==> src/rtl/slcp_pkg.sv <==
// ----------------------------------------------------------------------------
// slcp_pkg
// Shared types and character constants for the serial line command parser.
// ----------------------------------------------------------------------------
package slcp_pkg;

    // event codes carried on the result channel
    typedef enum logic [2:0] {
        EV_NONE      = 3'd0,
        EV_FORWARD   = 3'd1,
        EV_STATUS    = 3'd2,
        EV_SET_HIGH  = 3'd3,
        EV_SET_LOW   = 3'd4,
        EV_SET_LANG  = 3'd5
    } t_event_code;

    // received byte held between the input register and the parser
    typedef struct packed {
        logic       valid;
        logic [7:0] rx_byte;
    } t_rx_stage;

    localparam int unsigned PARAM_W   = 10;
    localparam int unsigned DIGIT_W   = 16;
    localparam logic [PARAM_W-1:0] PARAM_MAX = 10'd1023;

    // character codes
    localparam logic [7:0] CH_LF    = 8'h0A;
    localparam logic [7:0] CH_CR    = 8'h0D;
    localparam logic [7:0] CH_ZERO  = 8'h30;
    localparam logic [7:0] CH_NINE  = 8'h39;
    localparam logic [7:0] CH_UP_F  = 8'h46;
    localparam logic [7:0] CH_UP_A  = 8'h41;
    localparam logic [7:0] CH_UP_H  = 8'h48;
    localparam logic [7:0] CH_UP_L  = 8'h4C;
    localparam logic [7:0] CH_UP_I  = 8'h49;
    localparam logic [7:0] CASE_BIT = 8'h20;

endpackage

==> src/rtl/slcp_if.sv <==
// ----------------------------------------------------------------------------
// slcp_if
// Valid/ready channels of the serial line command parser: received bytes in,
// decoded line events out.
// ----------------------------------------------------------------------------
interface slcp_rx_if;
    logic       valid;
    logic       ready;
    logic [7:0] rx_byte;

    modport source (output valid, output rx_byte, input ready);
    modport sink (input valid, input rx_byte, output ready);
endinterface

interface slcp_ev_if;
    logic       valid;
    logic       ready;
    logic [2:0] event_code;
    logic [9:0] param_value;

    modport source (output valid, output event_code, output param_value, input ready);
    modport sink (input valid, input event_code, input param_value, output ready);
endinterface

==> src/rtl/slcp_input_stage.sv <==
// ----------------------------------------------------------------------------
// slcp_input_stage
// Input register for received bytes; refills in the cycle the parser takes
// the held item.
// ----------------------------------------------------------------------------
module slcp_input_stage
    import slcp_pkg::*;
(
    input  logic        i_clk,
    input  logic        i_rst_n,
    slcp_rx_if.sink     i_rx,
    input  logic        i_advance,
    output t_rx_stage   o_stage
);

    logic       r_valid;
    logic [7:0] r_byte;
    logic       accept;

    // room when empty or when the held item moves on this cycle
    assign i_rx.ready = !r_valid || i_advance;
    assign accept     = i_rx.valid && i_rx.ready;

    // valid flag
    always_ff @(posedge i_clk) begin
        if (!i_rst_n) begin
            r_valid <= 1'b0;
        end else if (accept) begin
            r_valid <= 1'b1;
        end else if (i_advance) begin
            r_valid <= 1'b0;
        end
    end

    // byte register
    always_ff @(posedge i_clk) begin
        if (accept) begin
            r_byte <= i_rx.rx_byte;
        end
    end

    assign o_stage.valid   = r_valid;
    assign o_stage.rx_byte = r_byte;

endmodule

==> src/rtl/slcp_line_parser.sv <==
// ----------------------------------------------------------------------------
// slcp_line_parser
// Per-line state (first byte, byte count, leading decimal value), command
// decode at end of line and the result register.
// ----------------------------------------------------------------------------
module slcp_line_parser
    import slcp_pkg::*;
#(
    parameter int unsigned LINE_BUFFER_SIZE = 32
) (
    input  logic        i_clk,
    input  logic        i_rst_n,
    input  t_rx_stage   i_stage,
    output logic        o_advance,
    slcp_ev_if.source   o_ev
);

    localparam int unsigned CNT_W = $clog2(LINE_BUFFER_SIZE);
    localparam logic [CNT_W-1:0] CNT_LIMIT = CNT_W'(LINE_BUFFER_SIZE - 1);

    logic [7:0]         r_first_char, n_first_char;
    logic [CNT_W-1:0]   r_stored_count, n_stored_count;
    logic [DIGIT_W-1:0] r_digit_value, n_digit_value;
    logic               r_digits_ended, n_digits_ended;
    logic [PARAM_W-1:0] r_held_param, n_held_param;
    logic               r_out_valid, n_out_valid;
    t_event_code        r_out_event, n_out_event;
    logic [PARAM_W-1:0] r_out_param, n_out_param;

    logic [7:0]         b;
    logic               is_eol;
    logic               is_digit;
    logic               has_arg;
    logic               emit;
    logic [7:0]         digit_off;
    logic [DIGIT_W-1:0] digit_next;
    logic [PARAM_W-1:0] clamp_hl;
    logic [PARAM_W-1:0] clamp_lang;
    t_event_code        ev;

    // item moves on when the result register is free or being drained
    assign o_advance = i_stage.valid && (!r_out_valid || o_ev.ready);

    assign b         = i_stage.rx_byte;
    assign is_eol    = (b == CH_LF) || (b == CH_CR);
    assign is_digit  = (b >= CH_ZERO) && (b <= CH_NINE);
    assign has_arg   = r_stored_count > CNT_W'(1);
    assign emit      = is_eol && (r_stored_count != '0);
    assign digit_off = b - CH_ZERO;

    // value * 10 + digit, wrapping at 16 bits
    assign digit_next = (r_digit_value << 3) + (r_digit_value << 1)
                        + DIGIT_W'(digit_off[3:0]);

    assign clamp_hl   = (r_digit_value > DIGIT_W'(PARAM_MAX)) ? PARAM_MAX
                                                               : r_digit_value[PARAM_W-1:0];
    assign clamp_lang = (r_digit_value > DIGIT_W'(1)) ? '0 : r_digit_value[PARAM_W-1:0];

    // command decode, letter in either case
    always_comb begin
        ev = EV_NONE;
        if (r_first_char == CH_UP_F || r_first_char == (CH_UP_F | CASE_BIT)) begin
            ev = EV_FORWARD;
        end else if (r_first_char == CH_UP_A || r_first_char == (CH_UP_A | CASE_BIT)) begin
            ev = EV_STATUS;
        end else if (has_arg && (r_first_char == CH_UP_H
                     || r_first_char == (CH_UP_H | CASE_BIT))) begin
            ev = EV_SET_HIGH;
        end else if (has_arg && (r_first_char == CH_UP_L
                     || r_first_char == (CH_UP_L | CASE_BIT))) begin
            ev = EV_SET_LOW;
        end else if (has_arg && (r_first_char == CH_UP_I
                     || r_first_char == (CH_UP_I | CASE_BIT))) begin
            ev = EV_SET_LANG;
        end
    end

    // next line state and result
    always_comb begin
        n_first_char   = r_first_char;
        n_stored_count = r_stored_count;
        n_digit_value  = r_digit_value;
        n_digits_ended = r_digits_ended;
        n_held_param   = r_held_param;
        n_out_valid    = r_out_valid && !o_ev.ready;
        n_out_event    = r_out_event;
        n_out_param    = r_out_param;
        if (o_advance) begin
            if (is_eol) begin
                n_first_char   = '0;
                n_stored_count = '0;
                n_digit_value  = '0;
                n_digits_ended = 1'b0;
                n_out_valid    = emit;
                if (emit) begin
                    unique case (ev)
                        EV_SET_HIGH, EV_SET_LOW: n_held_param = clamp_hl;
                        EV_SET_LANG:             n_held_param = clamp_lang;
                        default:                 n_held_param = r_held_param;
                    endcase
                    n_out_event = ev;
                    n_out_param = n_held_param;
                end
            end else begin
                n_out_valid = 1'b0;
                if (r_stored_count < CNT_LIMIT) begin
                    if (r_stored_count == '0) begin
                        n_first_char = b;
                    end else if (!r_digits_ended) begin
                        if (is_digit) begin
                            n_digit_value = digit_next;
                        end else begin
                            n_digits_ended = 1'b1;
                        end
                    end
                    n_stored_count = r_stored_count + CNT_W'(1);
                end
            end
        end
    end

    // control and line state
    always_ff @(posedge i_clk) begin
        if (!i_rst_n) begin
            r_first_char   <= '0;
            r_stored_count <= '0;
            r_digit_value  <= '0;
            r_digits_ended <= 1'b0;
            r_held_param   <= '0;
            r_out_valid    <= 1'b0;
        end else begin
            r_first_char   <= n_first_char;
            r_stored_count <= n_stored_count;
            r_digit_value  <= n_digit_value;
            r_digits_ended <= n_digits_ended;
            r_held_param   <= n_held_param;
            r_out_valid    <= n_out_valid;
        end
    end

    // result payload
    always_ff @(posedge i_clk) begin
        r_out_event <= n_out_event;
        r_out_param <= n_out_param;
    end

    assign o_ev.valid       = r_out_valid;
    assign o_ev.event_code  = r_out_event;
    assign o_ev.param_value = r_out_param;

endmodule

==> src/rtl/serial_line_command_parser.sv <==
// ----------------------------------------------------------------------------
// serial_line_command_parser
// Decodes command lines from a received byte stream.
//
// i_rx carries one received byte per item; o_ev carries one item per
// non-empty line (at CR or LF): an event code and the held parameter value.
// F/f forward, A/a status, H/h and L/l with an argument set the parameter
// (clamped to 1023), I/i with an argument sets the language value; any other
// line reports no event. Bytes past LINE_BUFFER_SIZE-1 in a line are dropped.
//
// A line end passes through the input register and then the result register
// before it shows on o_ev. Throughput: one byte per cycle while o_ev does not
// stall a result, with the single input register and the single result
// register; the digit accumulator is a shift-and-add by ten.
// Reset clears the line state and the held parameter to zero.
// While the receiver stalls a result, the input register takes one more
// byte, then i_rx.ready drops until o_ev drains.
// ----------------------------------------------------------------------------
module serial_line_command_parser
    import slcp_pkg::*;
#(
    parameter int unsigned LINE_BUFFER_SIZE = 32
) (
    input  logic        i_clk,
    input  logic        i_rst_n,
    slcp_rx_if.sink     i_rx,
    slcp_ev_if.source   o_ev
);

    t_rx_stage stage;
    logic      advance;

    // byte input register
    slcp_input_stage u_input_stage (
        .i_clk     (i_clk),
        .i_rst_n   (i_rst_n),
        .i_rx      (i_rx),
        .i_advance (advance),
        .o_stage   (stage)
    );

    // line state, decode and result register
    slcp_line_parser #(
        .LINE_BUFFER_SIZE (LINE_BUFFER_SIZE)
    ) u_line_parser (
        .i_clk     (i_clk),
        .i_rst_n   (i_rst_n),
        .i_stage   (stage),
        .o_advance (advance),
        .o_ev      (o_ev)
    );

endmodule
==> src/flat_wrapper.sv <==
// flat-port wrapper written by rule: the top's interface ports become plain ports
module serial_line_command_parser_flat import slcp_pkg::*;
#(
    parameter int unsigned LINE_BUFFER_SIZE = 32
)
  (i_clk, i_rst_n, i_rx_valid, i_rx_rx_byte, i_rx_ready, o_ev_valid, o_ev_event_code, o_ev_param_value, o_ev_ready);
  slcp_rx_if i_rx_i ();
  slcp_ev_if o_ev_i ();
  input  logic i_clk;
  input  logic i_rst_n;
  input wire logic [$bits(i_rx_i.valid)-1:0] i_rx_valid;
  input wire logic [$bits(i_rx_i.rx_byte)-1:0] i_rx_rx_byte;
  output wire logic [$bits(i_rx_i.ready)-1:0] i_rx_ready;
  output wire logic [$bits(o_ev_i.valid)-1:0] o_ev_valid;
  output wire logic [$bits(o_ev_i.event_code)-1:0] o_ev_event_code;
  output wire logic [$bits(o_ev_i.param_value)-1:0] o_ev_param_value;
  input wire logic [$bits(o_ev_i.ready)-1:0] o_ev_ready;
  assign i_rx_i.valid = i_rx_valid;
  assign i_rx_i.rx_byte = i_rx_rx_byte;
  assign i_rx_ready = i_rx_i.ready;
  assign o_ev_valid = o_ev_i.valid;
  assign o_ev_event_code = o_ev_i.event_code;
  assign o_ev_param_value = o_ev_i.param_value;
  assign o_ev_i.ready = o_ev_ready;
  serial_line_command_parser #(.LINE_BUFFER_SIZE(LINE_BUFFER_SIZE)) u_core (.i_clk(i_clk), .i_rst_n(i_rst_n), .i_rx(i_rx_i), .o_ev(o_ev_i));
endmodule
==> config.mk <==
export PLATFORM = sky130hd
export DESIGN_NAME = serial_line_command_parser_flat
export DESIGN_NICKNAME = d
export VERILOG_FILES = /design/src/rtl/slcp_pkg.sv /design/src/rtl/slcp_if.sv /design/src/rtl/slcp_input_stage.sv /design/src/rtl/slcp_line_parser.sv /design/src/rtl/serial_line_command_parser.sv /design/src/flat_wrapper.sv
export SDC_FILE = /design/constraint.sdc
export NUM_CORES = 1
export LEC_CHECK = 0
export BUFFER_PORTS_ARGS = -buffer_cell sky130_fd_sc_hd__buf_2
export CORE_ASPECT_RATIO = 0.9
export CORE_MARGIN = 5
export CORE_UTILIZATION = 60
export DETAILED_ROUTE_END_ITERATION = 10
export MAX_ROUTING_LAYER = met4
export PLACE_DENSITY = 0.8
export SETUP_SLACK_MARGIN = 0.02
export SLEW_MARGIN = 20
export SYNTH_ARGS = -nofsm -noshare
export SYNTH_HDL_FRONTEND = slang
export SYNTH_SLANG_ARGS = --single-unit
==> constraint.sdc <==
create_clock -name i_clk -period 3.53 [get_ports i_clk]
set_input_delay 0.1765 -clock i_clk [delete_from_list [all_inputs] [get_ports i_clk]]
set_output_delay 0.1765 -clock i_clk [all_outputs]
set_load 0.02 [all_outputs]
## Yosys cells after proc, flatten, opt, wreduce, memory -nomap -nowiden

Index checks and enable logic that the tools add are counted.

- Bits of input ports: 12
- Word-level logic and storage cells: 95
- Output and inout port bits: 15
- Bits in registers: 63

- Mux-type cells: 27
- Add/sub/neg operators: 4
- Reductions and logical operators: 31
- $lt $le $gt $ge: 6
- Equal/unequal tests: 17

Operators by type and width:

| operator | count |
|---|---|
| == test 8 x 7 -> 1 bit, second input constant | 10 |
| two-way mux 16 bit | 5 |
| two-way mux 8 bit | 3 |
| two-way mux 10 bit | 2 |
| one-hot mux 10 bit (2 select lines) | 1 |
| adder 16 bit | 1 |
| adder 16 x 4 -> 16 bit | 1 |
| == test 8 x 4 -> 1 bit, second input constant | 2 |
| greater-than comparator 16 x 1 -> 1 bit, second input constant | 1 |
| greater-than comparator 16 x 10 -> 1 bit, second input constant | 1 |
| two-way mux 3 bit | 5 |
| two-way mux 5 bit | 2 |
| two-way mux 1 bit | 9 |
| AND reduction 3 bit | 3 |
| greater-or-equal comparator 8 x 6 -> 1 bit, second input constant | 1 |
| <= comparator 8 x 6 -> 1 bit, second input constant | 1 |
| logical AND 1 bit | 8 |
| logical OR 1 bit | 8 |
| nonzero test 2 bit | 4 |
| == test 3 bit, second input constant | 2 |
| adder 5 x 1 -> 5 bit, second input constant | 1 |
| greater-than comparator 5 x 1 -> 1 bit, second input constant | 1 |
| logical NOT 5 bit | 1 |
| less-than comparator 5 bit, second input constant | 1 |
| other kinds (9) | 11 |

## Depth between registers and ports, before layout

- Depth in word-level cells: 11
- Depth in mapped cells: 9
- Mapped depth without buffers: 8

## By module

A second synthesis with hierarchy kept.

- Cells, all modules: 344
- Area total of the unflattened synthesis: 3328.2 um^2

By module, submodules not included:

| module | area an instance (um^2) | times used | cells an instance | sequential area each (um^2) |
|---|---|---|---|---|
| slcp_line_parser | 3022.9 | 1 | 330 | 1191.1 |
| slcp_input_stage | 305.3 | 1 | 14 | 260.2 |

## Worst setup path before layout

Ideal clock, no wire load.

- Path kind: register -> register
- From: register u_core.u_input_stage.r_byte[2]
- To: register u_core.u_line_parser.r_digit_value[12]
- Path buffers: 0
- Path slack: 1.096 ns
- Period minus slack after synthesis: 2.434 ns
- Required time: 3.413 ns
- Arrival time: 2.318 ns
- Setup time: 0.117 ns
- Stages on the path, launching flop included: 9
- Cells stage by stage: edfxtp_1 ha_1 ha_1 fa_1 a211oi_1 o211ai_1 a41oi_1 xnor2_1 a22o_1

- Cells in the longest elaborated chain, start to end: 7
- Elaborated cells between the ends (all ways): 18
- Those cells by class: 2 x add/sub; 2 x order compare; 4 x eq/ne; 5 x mux; 5 x reduce/logical

Ends and longest elaborated chain:

| what | RTL line | text |
|---|---|---|
| start: declaration | slcp_input_stage.sv:17 | `logic [7:0] r_byte;` |
| start signal: assignment | slcp_input_stage.sv:38 | `r_byte <= i_rx.rx_byte;` |
| subtractor 4 x 1 -> 4 bit | slcp_line_parser.sv:49 | `assign digit_off = b - CH_ZERO;` |
| adder 16 x 4 -> 16 bit | slcp_line_parser.sv:53 | `+ DIGIT_W'(digit_off[3:0]);` |
| two-way mux 16 bit | slcp_line_parser.sv:110 | `if (is_digit) begin` |
| two-way mux 16 bit | slcp_line_parser.sv:109 | `end else if (!r_digits_ended) begin` |
| two-way mux 16 bit | slcp_line_parser.sv:107 | `if (r_stored_count == '0) begin` |
| two-way mux 16 bit | slcp_line_parser.sv:106 | `if (r_stored_count < CNT_LIMIT) begin` |
| two-way mux 16 bit | slcp_line_parser.sv:89 | `if (is_eol) begin` |
| end signal: assignment | slcp_line_parser.sv:134 | `r_digit_value <= n_digit_value;` |
| end: declaration | slcp_line_parser.sv:23 | `logic [DIGIT_W-1:0] r_digit_value, n_digit_value;` |

Parallel ways exist; a longest one is shown, timed or not. The select of a mux whose other input is x is not followed.
A chain may end at the register's enable or synchronous reset.

## Worst setup path in the final report

- From: register u_core.u_input_stage.r_byte[2]
- To: register u_core.u_line_parser.r_digit_value[14]

The elaborated chain is that of the path after synthesis.

==> results by group <==
Detailed routing
  • Starting DRT DRC Count: 199
  • Final WL: 7340 microns
  • Pre-Repair DR Iteration Count: 5
  • Met2 wire len: 3350 microns
  • # DRC: 0
  • Max layer used: met4
  • M1 WL: 3450 microns
  • DR vias: 2748
  • Drt wl/cell: 16.8 microns
  • Vias per cell: 6.29
  • Met3 routed WL: 418 microns
  • Post-route ant nets: 0

Worst setup path
  • Critical path endpoint category: flip-flop
  • Startpoint types: flip-flop
  • Worst path required time: 3.75 ns
  • CP max FO: 5
  • Worst setup path category: flip-flop to flip-flop
  • Crit path DAT: 2.94 ns
  • Depth of the worst register-to-register path: 8

Logic synthesis
  • Syn Inst Count: 325
  • Yosys warns: 0
  • Number of synthesized register bits: 62
  • Post-synth top flop: dfxtp_1
  • Mean Syn Cell Area: 10.5 sq um
  • Synth Net Count: 368
  • Cell variety after synth: 62
  • Synthesized cell area: 0.00341 sq mm
  • FFs w/ async S/R, synth: 0%
  • Post-synthesis sequential area ratio: 42.5%
  • Post-synth EDFFs: 21

Global route
  • First-pass GRT wire length: 12000 microns
  • Largest net degree at the start of global routing: 24
  • Grt ovf: 0
  • Vias in the first global route: 2507
  • GR Util All Layers: 22.2%
  • Initial antenna violation count: 0

STA
  • Fmax achieved: 369 MHz
  • Final Max Tran Viols: 0
  • Worst slew pin tran: 0.759 ns
  • RSZ-0062 raised after global routing: no
  • Fin Clk Skew: 0.00626 ns
  • Hold Vio Cnt, Final: 0
  • Setup TNS Final: 0 ns
  • Final setup violation count: 0
  • Slew HR: 49.4%
  • Final min period: 2.71 ns
  • Crit share post-route: 76.9%

Place
  • Final HPWL DP: 5330 microns
  • RePlAce Congestion: 0.933
  • Input/output buffers: 26

Power
  • Tot Pwr: 1.49 mW
  • Pwr dens: 386 mW/mm^2
  • Clock power share: 44.0%
  • Logic pwr share: 4.6%
  • Switching share of power: 21.4%
  • Sequential share of power: 51.4%
  • Pint: 1.17 mW
  • Sw Pwr: 0.319 mW
  • VDD IR max: 0.000272 V
  • Static Leak: 1.71 nW

Clocking
  • Longest Clk Path Bufs: 2
  • Clock-pin slew on the worst setup and hold paths: 0.06 ns
  • Clock Sinks: 62
  • Worst-Skew Late Latency: 0.34 ns
  • TritonCTS clock tree: yes
  • Number of CTS-inserted buffers: 9
  • H-tree depth: 3
  • Root Buffer: clkbuf_8

Layout
  • Most frequent cells in the layout: dfxtp_1 (41), ha_1 (29), buf_2 (26)
  • P&R area growth vs syn: 13.3%
  • Layout cells sized above 1: 16.6%
  • Commonest non-fill, non-tap cell in the layout: dfxtp_1
  • Filler instances: 447
  • ANT cells: 0
  • # nets final: 405

Floorplanning
  • CORE AREA: 0.00560 sq mm
  • I/O pins: 27
  • Die X-Extent: 89.5 microns
  • Die Ht: 81.6 microns
  • Initial Utilization: 61.0%
  • Row count: 26
  • Die ar.: 0.00730 sq mm

Min path
  • Min-Delay Path Class: input pin to flip-flop
  • Hold path depth: 3

Outcome
  • Status: finished, final reports clean

Run
  • Max cap viols: 0
==> cell usage after synthesis (4+ instances only) <==
master	count	share of area [%]
a21o_1	6	1.3
a21oi_1	18	2.6
a221o_2	4	1.3
a22o_1	12	3.1
a22oi_1	4	0.88
and2_1	5	0.92
clkbuf_1	4	0.44
dfxtp_1	41	24
edfxtp_1	21	18
ha_1	29	11
inv_1	6	0.66
nand2_1	22	2.4
nand3_1	6	0.88
nor2_1	22	2.4
nor2b_1	4	0.73
nor4_1	4	0.73
o2111a_1	4	1.3
o211ai_1	5	1.1
o21a_1	4	0.88
o21ai_0	22	3.2
o21ba_2	6	1.8
xnor2_1	9	2.3
xor2_1	5	1.3
==> metrics by stage <==
| stage | hold WS (ns) | setup slack [ns] | cell area, sq um | std cells | util (%) |
|---|---|---|---|---|---|
| after detailed placement | 0.355 | 0.877 | 3580 | 413 | 64.0 |
| final | 0.0710 | 0.817 | 3870 | 437 | 69.1 |
| after global routing | 0.0706 | 0.724 | 3870 | 437 | 69.1 |
| after global placement | 0.353 | 0.976 | 3580 | 413 | 64.0 |
| after floorplan | 0.275 | 1.10 | 3410 | 325 | - |
| after CTS | 0.00103 | 0.844 | 3850 | 435 | 68.8 |
==> cells by family after synthesis <==
family | Yosys count | share of synthesized area (%)
buffers and inverters | 17 | 2.60
adders and majority gates | 31 | 11.8
DFF | 62 | 42.5
and+or+nand+nor | 84 | 12.7
AOI/OAI and AO/OA | 114 | 25.9
xor gates and xnor gates | 14 | 3.59
muxes | 3 | 0.880
==> flip-flops by register name, summed over array words and instances, names as in the netlist <==
signal                                 flops
u_core.u_input_stage.r_byte                8
u_core.u_input_stage.r_valid               1
u_core.u_line_parser.o_ev.event_code       3
u_core.u_line_parser.o_ev.param_value     10
u_core.u_line_parser.o_ev.valid            1
u_core.u_line_parser.r_digit_value        16
u_core.u_line_parser.r_digits_ended        1
u_core.u_line_parser.r_first_char          7
u_core.u_line_parser.r_held_param         10
u_core.u_line_parser.r_stored_count        5
==> power groups by stage <==
stage / clock network, mW / logic (mW) / registers (mW)
final: 0.657 / 0.0690 / 0.767
after global routing: 0.698 / 0.0769 / 0.768
after CTS: 0.669 / 0.0668 / 0.766
after detailed placement: 0 / 0.0610 / 0.782
after global placement: 0 / 0.0598 / 0.781
after floorplan: 0 / 0.0477 / 0.776
==> worst max-delay path, stage by stage (launching register included) <==
cell	delay (ns)
edfxtp_1	0.45
ha_1	0.31
ha_1	0.24
fa_1	0.49
a211oi_1	0.31
o211ai_1	0.18
nand2_1	0.15
o21ai_0	0.15
a221o_1	0.32
==> area by class of cell <==
type	count	area [sq um]	area share (%)
Sequential cell	62	1450	37.5
Tap cell	70	87.6	2.26
Clock buffer	11	131	3.40
Clock inverter	5	73.8	1.91
Inverter	7	26.3	0.679
Multi-Input combinational cell	246	1870	48.4
Timing Repair Buffer	36	225	5.82
==> routing by layer <==
layer / up-vias / track usage (%)
met2: 81 / 32.9
met3: 16 / 5.62
met5: - / -
met1: 1324 / 30.0
met4: 0 / 6.70
li1: 1327 / -
==> path summary, 6_finish.rpt <==
kind                                                                   startpoint  slack [ns]                                                  end
worst max register to register           u_core.u_input_stage.r_byte[2]$_DFFE_PP_        0.82  u_core.u_line_parser.r_digit_value[14]$_SDFFE_PN0P_
worst max-delay path                     u_core.u_input_stage.r_byte[2]$_DFFE_PP_        0.82  u_core.u_line_parser.r_digit_value[14]$_SDFFE_PN0P_
worst min-delay path                                                   i_rx_valid        0.07            u_core.u_input_stage.r_valid$_SDFFE_PN0P_
worst min register to register  u_core.u_line_parser.r_held_param[9]$_SDFFE_PN0P_        0.48    u_core.u_line_parser.r_held_param[9]$_SDFFE_PN0P_
==> timing repair <==
action	in CTS	in global routing
setup buffers	0	0
gates resized for setup	0	0
hold buffers	6	2
hold endpoints to repair	6	2
Note: power is estimated with default switching activity, not from simulation.
